<file path="src/sv/assert_macros.svh">
// Assertion macros shared by the circle rasterizer modules.
`ifndef ASSERT_MACROS_SVH
`define ASSERT_MACROS_SVH

// Checks that an expression holds at every clock edge out of reset.
`define ASSERT_ALWAYS(label, expr, msg) \
    label: assert property (@(posedge i_clk) disable iff (!i_rst_n) (expr)) \
        else $error(msg);

// Checks that a consequent holds in the same cycle as its antecedent.
`define ASSERT_IMPL(label, ante, cons, msg) \
    label: assert property (@(posedge i_clk) disable iff (!i_rst_n) (ante) |-> (cons)) \
        else $error(msg);

// Checks that a consequent holds in the cycle after its antecedent.
`define ASSERT_NEXT(label, ante, cons, msg) \
    label: assert property (@(posedge i_clk) disable iff (!i_rst_n) (ante) |=> (cons)) \
        else $error(msg);

`endif

</file>
<file path="src/sv/mcr_pkg.sv">
// Types and constants shared by the midpoint circle rasterizer modules.
package mcr_pkg;

    localparam int COORD_BITS  = 10;
    localparam int RADIUS_W    = 7;
    localparam int OUT_W       = 12;
    localparam int OFS_W       = 7;
    localparam int TERM_W      = 9;
    localparam int ERR_W       = 12;
    localparam int DIAM_W      = 8;
    localparam int STEP_LIMIT  = 64;
    localparam int CNT_W       = 6;
    localparam int QUEUE_DEPTH = 2;
    localparam int QPTR_W      = $clog2(QUEUE_DEPTH);

    typedef struct packed {
        logic [COORD_BITS-1:0] center_x;
        logic [COORD_BITS-1:0] center_y;
        logic [RADIUS_W-1:0]   circle_radius;
    } t_circle_in;

    typedef struct packed {
        logic signed [OUT_W-1:0] x_plus_dx;
        logic signed [OUT_W-1:0] x_minus_dx;
        logic signed [OUT_W-1:0] x_plus_dy;
        logic signed [OUT_W-1:0] x_minus_dy;
        logic signed [OUT_W-1:0] y_plus_dy;
        logic signed [OUT_W-1:0] y_minus_dy;
        logic signed [OUT_W-1:0] y_plus_dx;
        logic signed [OUT_W-1:0] y_minus_dx;
        logic                    last_step;
    } t_circle_out;

    // A circle waiting in the queue; the radius is already clamped and nonzero.
    typedef struct packed {
        logic [COORD_BITS-1:0] center_x;
        logic [COORD_BITS-1:0] center_y;
        logic [RADIUS_W-1:0]   radius;
    } t_job;

endpackage

</file>
<file path="src/sv/mcr_front.sv">
// Front end: takes circle commands, drops empty circles and clamps the radius.
module mcr_front #(
    parameter int MAX_RADIUS = 64
) (
    input  logic                i_clk,
    input  logic                i_rst_n,
    input  logic                start,
    output logic                busy,
    input  mcr_pkg::t_circle_in i_item,
    input  logic                i_queue_full,
    output logic                o_push,
    output mcr_pkg::t_job       o_job
);
    import mcr_pkg::*;

    localparam logic [RADIUS_W-1:0] MaxR = RADIUS_W'(MAX_RADIUS);

    logic accept;

    assign busy   = i_queue_full;
    assign accept = start && !i_queue_full;

    // A zero radius draws nothing, so such a command never reaches the queue.
    assign o_push = accept && (i_item.circle_radius != '0);

    always_comb begin
        o_job.center_x = i_item.center_x;
        o_job.center_y = i_item.center_y;
        o_job.radius   = (i_item.circle_radius > MaxR) ? MaxR : i_item.circle_radius;
    end

    `include "assert_macros.svh"

    `ASSERT_IMPL(a_push_radius, o_push, o_job.radius != '0 && o_job.radius <= MaxR, "bad radius")
    `ASSERT_IMPL(a_push_needs_room, o_push, !i_queue_full, "push into a full queue")
    `ASSERT_IMPL(a_busy_blocks_push, busy, !o_push, "push while busy")

endmodule

</file>
<file path="src/sv/mcr_queue.sv">
// Short circle queue between the front end and the walk engine.
module mcr_queue (
    input  logic          i_clk,
    input  logic          i_rst_n,
    input  logic          i_push,
    input  mcr_pkg::t_job i_data,
    output logic          o_full,
    input  logic          i_pop,
    output mcr_pkg::t_job o_data,
    output logic          o_empty
);
    import mcr_pkg::*;

    t_job              r_mem [QUEUE_DEPTH];
    logic [QPTR_W-1:0] r_wr_ptr;
    logic [QPTR_W-1:0] r_rd_ptr;
    logic [QPTR_W:0]   r_count;

    assign o_full  = (r_count == (QPTR_W+1)'(QUEUE_DEPTH));
    assign o_empty = (r_count == '0);
    assign o_data  = r_mem[r_rd_ptr];

    always_ff @(posedge i_clk) begin
        if (!i_rst_n) begin
            r_wr_ptr <= '0;
            r_rd_ptr <= '0;
            r_count  <= '0;
        end else begin
            if (i_push) begin
                r_wr_ptr <= (r_wr_ptr == QPTR_W'(QUEUE_DEPTH-1)) ? '0 : r_wr_ptr + 1'b1;
            end
            if (i_pop) begin
                r_rd_ptr <= (r_rd_ptr == QPTR_W'(QUEUE_DEPTH-1)) ? '0 : r_rd_ptr + 1'b1;
            end
            case ({i_push, i_pop})
                2'b10:   r_count <= r_count + 1'b1;
                2'b01:   r_count <= r_count - 1'b1;
                default: r_count <= r_count;
            endcase
        end
    end

    always_ff @(posedge i_clk) begin
        if (i_push) begin
            r_mem[r_wr_ptr] <= i_data;
        end
    end

    `include "assert_macros.svh"

    `ASSERT_ALWAYS(a_count_bound, r_count <= (QPTR_W+1)'(QUEUE_DEPTH), "queue count overflow")
    `ASSERT_IMPL(a_no_pop_empty, i_pop, !o_empty, "pop from an empty queue")
    `ASSERT_NEXT(a_push_fills, i_push && !i_pop, !o_empty, "queue empty after a push")

endmodule

</file>
<file path="src/sv/mcr_walk.sv">
// Walk engine: runs the midpoint circle walk and emits one octant point set per cycle.
module mcr_walk (
    input  logic                 i_clk,
    input  logic                 i_rst_n,
    input  logic                 i_empty,
    input  mcr_pkg::t_job        i_job,
    output logic                 o_pop,
    output logic                 o_strobe,
    output mcr_pkg::t_circle_out o_result
);
    import mcr_pkg::*;

    typedef enum logic {
        S_IDLE,
        S_WALK
    } t_state;

    t_state                  r_state, n_state;
    logic                    r_strobe, n_strobe;
    t_circle_out             r_result, n_result;
    logic [COORD_BITS-1:0]   r_cx, r_cy;
    logic [OFS_W-1:0]        r_x, n_x;
    logic [OFS_W-1:0]        r_y, n_y;
    logic [TERM_W-1:0]       r_sx, n_sx;
    logic [TERM_W-1:0]       r_sy, n_sy;
    logic signed [ERR_W-1:0] r_err, n_err;
    logic [DIAM_W-1:0]       r_diam;
    logic [CNT_W-1:0]        r_cnt;

    logic signed [ERR_W-1:0] err_y;
    logic [OUT_W-1:0]        cx_w, cy_w, x_w, y_w;
    logic                    last;

    assign o_pop = (r_state == S_IDLE) && !i_empty;

    // One walk step: the y move first, then the x move on the updated error.
    always_comb begin
        n_x   = r_x;
        n_y   = r_y;
        n_sx  = r_sx;
        n_sy  = r_sy;
        err_y = r_err;
        if (r_err[ERR_W-1] || (r_err == '0)) begin
            n_y   = r_y + 1'b1;
            err_y = r_err + $signed({{(ERR_W-TERM_W){1'b0}}, r_sy});
            n_sy  = r_sy + TERM_W'(2);
        end
        n_err = err_y;
        if (!err_y[ERR_W-1] && (err_y != '0)) begin
            if (r_x != '0) begin
                n_x = r_x - 1'b1;
            end
            n_sx  = r_sx + TERM_W'(2);
            n_err = err_y + $signed({{(ERR_W-TERM_W){1'b0}}, n_sx})
                          - $signed({{(ERR_W-DIAM_W){1'b0}}, r_diam});
        end
        last = (n_x < n_y) || (r_cnt == CNT_W'(STEP_LIMIT-1));
    end

    always_comb begin
        cx_w = OUT_W'(r_cx);
        cy_w = OUT_W'(r_cy);
        x_w  = OUT_W'(r_x);
        y_w  = OUT_W'(r_y);
        n_result.x_plus_dx  = cx_w + x_w;
        n_result.x_minus_dx = cx_w - x_w;
        n_result.x_plus_dy  = cx_w + y_w;
        n_result.x_minus_dy = cx_w - y_w;
        n_result.y_plus_dy  = cy_w + y_w;
        n_result.y_minus_dy = cy_w - y_w;
        n_result.y_plus_dx  = cy_w + x_w;
        n_result.y_minus_dx = cy_w - x_w;
        n_result.last_step  = last;
    end

    always_comb begin
        n_state  = r_state;
        n_strobe = 1'b0;
        case (r_state)
            S_IDLE: begin
                if (!i_empty) begin
                    n_state = S_WALK;
                end
            end
            S_WALK: begin
                n_strobe = 1'b1;
                if (last) begin
                    n_state = S_IDLE;
                end
            end
            default: n_state = S_IDLE;
        endcase
    end

    always_ff @(posedge i_clk) begin
        if (!i_rst_n) begin
            r_state  <= S_IDLE;
            r_strobe <= 1'b0;
        end else begin
            r_state  <= n_state;
            r_strobe <= n_strobe;
        end
        if (o_pop) begin
            r_cx   <= i_job.center_x;
            r_cy   <= i_job.center_y;
            r_x    <= OFS_W'(i_job.radius - 1'b1);
            r_y    <= '0;
            r_sx   <= TERM_W'(1);
            r_sy   <= TERM_W'(1);
            r_diam <= DIAM_W'({i_job.radius, 1'b0});
            r_err  <= ERR_W'(1) - $signed({{(ERR_W-RADIUS_W-1){1'b0}}, i_job.radius, 1'b0});
            r_cnt  <= '0;
        end else if (r_state == S_WALK) begin
            r_x   <= n_x;
            r_y   <= n_y;
            r_sx  <= n_sx;
            r_sy  <= n_sy;
            r_err <= n_err;
            r_cnt <= r_cnt + 1'b1;
        end
        if (r_state == S_WALK) begin
            r_result <= n_result;
        end
    end

    assign o_strobe = r_strobe;
    assign o_result = r_result;

    `include "assert_macros.svh"

    `ASSERT_IMPL(a_strobe_from_walk, r_strobe, $past(r_state) == S_WALK, "stray result")
    `ASSERT_IMPL(a_last_ends, r_strobe && r_result.last_step, r_state == S_IDLE, "walk overrun")
    `ASSERT_IMPL(a_pop_only_idle, o_pop, r_state == S_IDLE, "circle loaded during a walk")

endmodule

</file>
<file path="src/sv/midpoint_circle_rasterizer.sv">
// Top level of the midpoint circle rasterizer.
// A circle command (center and radius) is taken when start is high and busy is low; busy
// rises only while the two-entry circle queue is full, so two circles can wait behind
// the one being drawn. A radius of zero is accepted and produces nothing; a radius above
// MAX_RADIUS is clamped to it. The walk engine loads a circle while idle and then produces
// one result per cycle until the walk of that circle ends. Each result is shown for
// exactly one cycle with o_strobe high and must be captured then: there is no way to
// hold results off. The last result of each circle has last_step set.
module midpoint_circle_rasterizer #(
    parameter int MAX_RADIUS = 64
) (
    input  logic                 i_clk,
    input  logic                 i_rst_n,
    input  logic                 start,
    output logic                 busy,
    input  mcr_pkg::t_circle_in  i_item,
    output logic                 o_strobe,
    output mcr_pkg::t_circle_out o_result
);
    import mcr_pkg::*;

    logic queue_full;
    logic queue_empty;
    logic push;
    logic pop;
    t_job push_job;
    t_job head_job;

    mcr_front #(
        .MAX_RADIUS(MAX_RADIUS)
    ) u_front (
        .i_clk       (i_clk),
        .i_rst_n     (i_rst_n),
        .start       (start),
        .busy        (busy),
        .i_item      (i_item),
        .i_queue_full(queue_full),
        .o_push      (push),
        .o_job       (push_job)
    );

    mcr_queue u_queue (
        .i_clk  (i_clk),
        .i_rst_n(i_rst_n),
        .i_push (push),
        .i_data (push_job),
        .o_full (queue_full),
        .i_pop  (pop),
        .o_data (head_job),
        .o_empty(queue_empty)
    );

    mcr_walk u_walk (
        .i_clk   (i_clk),
        .i_rst_n (i_rst_n),
        .i_empty (queue_empty),
        .i_job   (head_job),
        .o_pop   (pop),
        .o_strobe(o_strobe),
        .o_result(o_result)
    );

endmodule
</file>
<file path="config.mk">
export PLATFORM = sky130hd
export DESIGN_NAME = midpoint_circle_rasterizer
export DESIGN_NICKNAME = d
export VERILOG_FILES = /design/src/sv/mcr_pkg.sv /design/src/sv/mcr_front.sv /design/src/sv/mcr_queue.sv /design/src/sv/mcr_walk.sv /design/src/sv/midpoint_circle_rasterizer.sv
export VERILOG_INCLUDE_DIRS = /design/src /design/src/sv
export SDC_FILE = /design/constraint.sdc
export NUM_CORES = 1
export LEC_CHECK = 0
export ABC_AREA = 1
export BUFFER_PORTS_ARGS = -buffer_cell sky130_fd_sc_hd__buf_2
export CORE_ASPECT_RATIO = 1.5
export CORE_MARGIN = 1
export CORE_UTILIZATION = 64
export DETAILED_ROUTE_END_ITERATION = 7
export PLACE_DENSITY = 0.87
export SLEW_MARGIN = 10
export SYNTH_ARGS = -nofsm -noshare
export SYNTH_HDL_FRONTEND = slang
export SYNTH_SLANG_ARGS = --single-unit
</file>
<file path="constraint.sdc">
create_clock -name i_clk -period 10.81 [get_ports i_clk]
set_input_delay 1.081 -clock i_clk [delete_from_list [all_inputs] [get_ports i_clk]]
set_output_delay 1.081 -clock i_clk [all_outputs]
set_load 0.05 [all_outputs]
</file>
==> impl_metrics.csv <==
group,metric,value,unit
place,port_buffers,124,
global_routing,gr-total-overflow,0,
clocking,cts_resized,0,
global_routing,grt_max_degree,84,
critical_path,worst_path_dominant_cell_family,"simple AND/OR/NAND/NOR gates",
critical_path,crit_path_frequent_cell,"nand2_1",
yosys,yosysTopAreaCell,"edfxtp_1",
sta,rsz0062_at_grt,"no",
yosys,synthMuxAreaShare,0.02116,
floorplanning,pin_count,129,
global_routing,antenna_found_initial,0,
clocking,cts_setup_buffers,0,
critical_path,rr_worst_depth,27,
drt,postRouteAntennaNets,0,
yosys,synthArstFlopShare,0,
yosys,synthesis.area,0.01212,mm2
yosys,syn_inst,1148,
global_routing,grt_pass1_wl,41470,um
clocking,hold_buffers,0,
status,status,"complete, no violations",
critical_path,worst-path-buf-inv,3,
cells_and_area,post-route-util,0.7316,
clocking,cts_tree,"built",
yosys,yosysSeqAreaShare,0.5179,
global_routing,grt_pass1_vias,8677,
cells_and_area,num-nets-final,1407,
yosys,synth_top_area_frac,0.4584,
critical_path,crit_fanout,18,
floorplanning,fp.dieH,170.5,um
clocking,clock_latency,520,ps
place,globalplace.congestion,0.9397,
yosys,ys_warn_count,0,
yosys,synth_compound_area_frac,0.09684,
drt,via_per_inst,5.609,
floorplanning,start_util,0.6534,
sta,clock_skew,20.81,ps
floorplanning,fp.dieW,114.4,um
yosys,ys_types,51,
cells_and_area,layout_commonest_cell,"edfxtp_1",
cells_and_area,area_growth,11.97,%
drt,drt_first_pass_iters,5,
sta,maxSlewHeadroom,0.2373,
clocking,cts-root-buf,"clkbuf_16",
flow_run,max-cap-violations,0,
critical_path,cp.depth,27,
floorplanning,die_area,0.01950,mm2
clocking,htreeDepth,1,
drt,drt_iter0_drc,619,
yosys,synth_edf_count,185,
clocking,cts.reportedPaths.clkPinSlew,70,ps
sta,setup_viol,0,
yosys,synth-simple-area-share,0.1090,
floorplanning,core-area,0.01855,mm2
yosys,netlist_top_cells_area,"edfxtp_1, ha_1, xor2_1",
drt,vias,8621,
critical_path,arrival,4450,ps
yosys,synth_top_family_by_area,"adder cells",
critical_path,cpMaxStageDelayCell,"edfxtp_1",
clocking,cts_inserted_buffers,21,
sta,fmax,245.2,MHz
critical_path,critical_path_required,11190,ps
drt,wl_per_cell,17.22,um
critical_path,start_kind,"flop",
worst_hold_path,hp-class,"reg -> reg",
worst_hold_path,hold_path_depth,1,
floorplanning,rows,61,
critical_path,crit_type,"reg -> reg",
yosys,synth_seq_cells,221,
critical_path,slowest_delay,510,ps
yosys,synth_xor_area_frac,0.06649,
clocking,clock-sinks,221,
cells_and_area,layout_common_cells,"edfxtp_1, inv_1, nand2_1, buf_2, ha_1",
sta,period_minus_slack,4078,ps
cells_and_area,n_antenna_cell,0,
yosys,synthAdderAreaFrac,0.1204,
sta,hold_viol_final,0,
yosys,ys.flop_type,"edfxtp_1",
sta,tns,0,ps
sta,maxSlewViolCount,0,
critical_path,end_kind,"flop",
sta,worst_pin_slew,1141,ps
place,place_hpwl,19350,um
yosys,avgSynthCellArea,10.56,um2
drt,finalWirelength,26460,um
global_routing,grt_usage,0.2765,
drt,drc,0,
cells_and_area,drive_above_1_share,0.1658,
clocking,clockBufferDepth,3,
sta,period_share,0.3772,
==> synth_stat cells (3+ instances only) <==
master	number
buf_4	12
nor2_4	3
ha_1	91
a211o_1	3
fa_1	16
o21ai_1	4
o22ai_1	10
nand2_1	143
clkbuf_1	15
a21oi_1	87
dfxtp_1	36
nor3_1	13
xor2_1	83
xnor2_1	9
nand3_1	38
o21bai_1	20
nand2_4	4
mux2_2	21
nand4_1	4
nand2_2	7
edfxtp_1	185
o31ai_1	14
o21ai_0	56
nor2_1	73
inv_1	163
inv_2	3
nand3b_1	4
==> layout make-up <==
class	instances	area (um2)
flip-flops and latches	221	6280
inverters	168	633.1
well taps	252	315.3
clock buffers	27	568.0
clock inverters	11	71.32
fillers	1245	4977
multi-input cells	729	5044
repair buffers	129	658.1
==> per-stage QoR <==
step                hold slack, ps  instance area (um2)  setup slack, ps  instances
finish                       475.1                13570             6732       1537
global route                 488.9                13570             6366       1537
CTS                          470.7                13570             6790       1537
detailed placement           455.5                12930             6860       1499
global placement             433.7                12930             7037       1499
floorplan                    425.5                12130             6555       1151
==> worst paths after layout <==
| path | startpoint | slack (ps) | to |
|---|---|---|---|
| max | u_walk.r_err[0] | 6730 | u_walk.r_state |
| min | u_queue.r_rd_ptr | 480 | u_queue.r_rd_ptr |
| max reg2reg | u_walk.r_err[0] | 6730 | u_walk.r_state |
| min reg2reg | u_queue.r_rd_ptr | 480 | u_queue.r_rd_ptr |
==> kinds of logic (layout without fill, tap and decap cells) <==
kind of cell | after synthesis | count (layout)
simple gates | 298 | 298
buf+inv | 201 | 335
fa+ha+maj | 107 | 107
mux | 23 | 23
flops | 221 | 221
compound gates | 205 | 205
other cells | 1 | 4
xor+xnor | 92 | 92
==> per-layer routing <==
layer / GRT usage / vias up / routed length, um / share of wire
li1: - / 4111 / - / -
met1: 0.2894 / 4031 / 9469 / 0.36
met2: 0.5144 / 370 / 14000 / 0.53
met3: 0.04109 / 109 / 1471 / 0.056
met4: 0.1705 / 0 / 1519 / 0.057
met5: 0 / - / 0 / 0
==> state kept, by name (all words and copies together), names as in the netlist, named ones only <==
register,cells
u_walk.r_y,7
u_queue.r_mem,54
u_walk.r_diam,7
u_walk.r_x,7
u_walk.r_cnt,6
u_walk.o_result,85
u_walk.r_err,12
u_walk.r_cx,10
u_walk.o_strobe,1
u_walk.r_cy,10
u_queue.r_count,2
u_queue.r_wr_ptr,1
u_walk.r_sy,8
u_walk.r_state,1
u_walk.r_sx,8
u_queue.r_rd_ptr,1
Power is left out: the tool's default activity adds up to more than one toggle a clock period on the data nets, which glitch-free logic cannot reach.
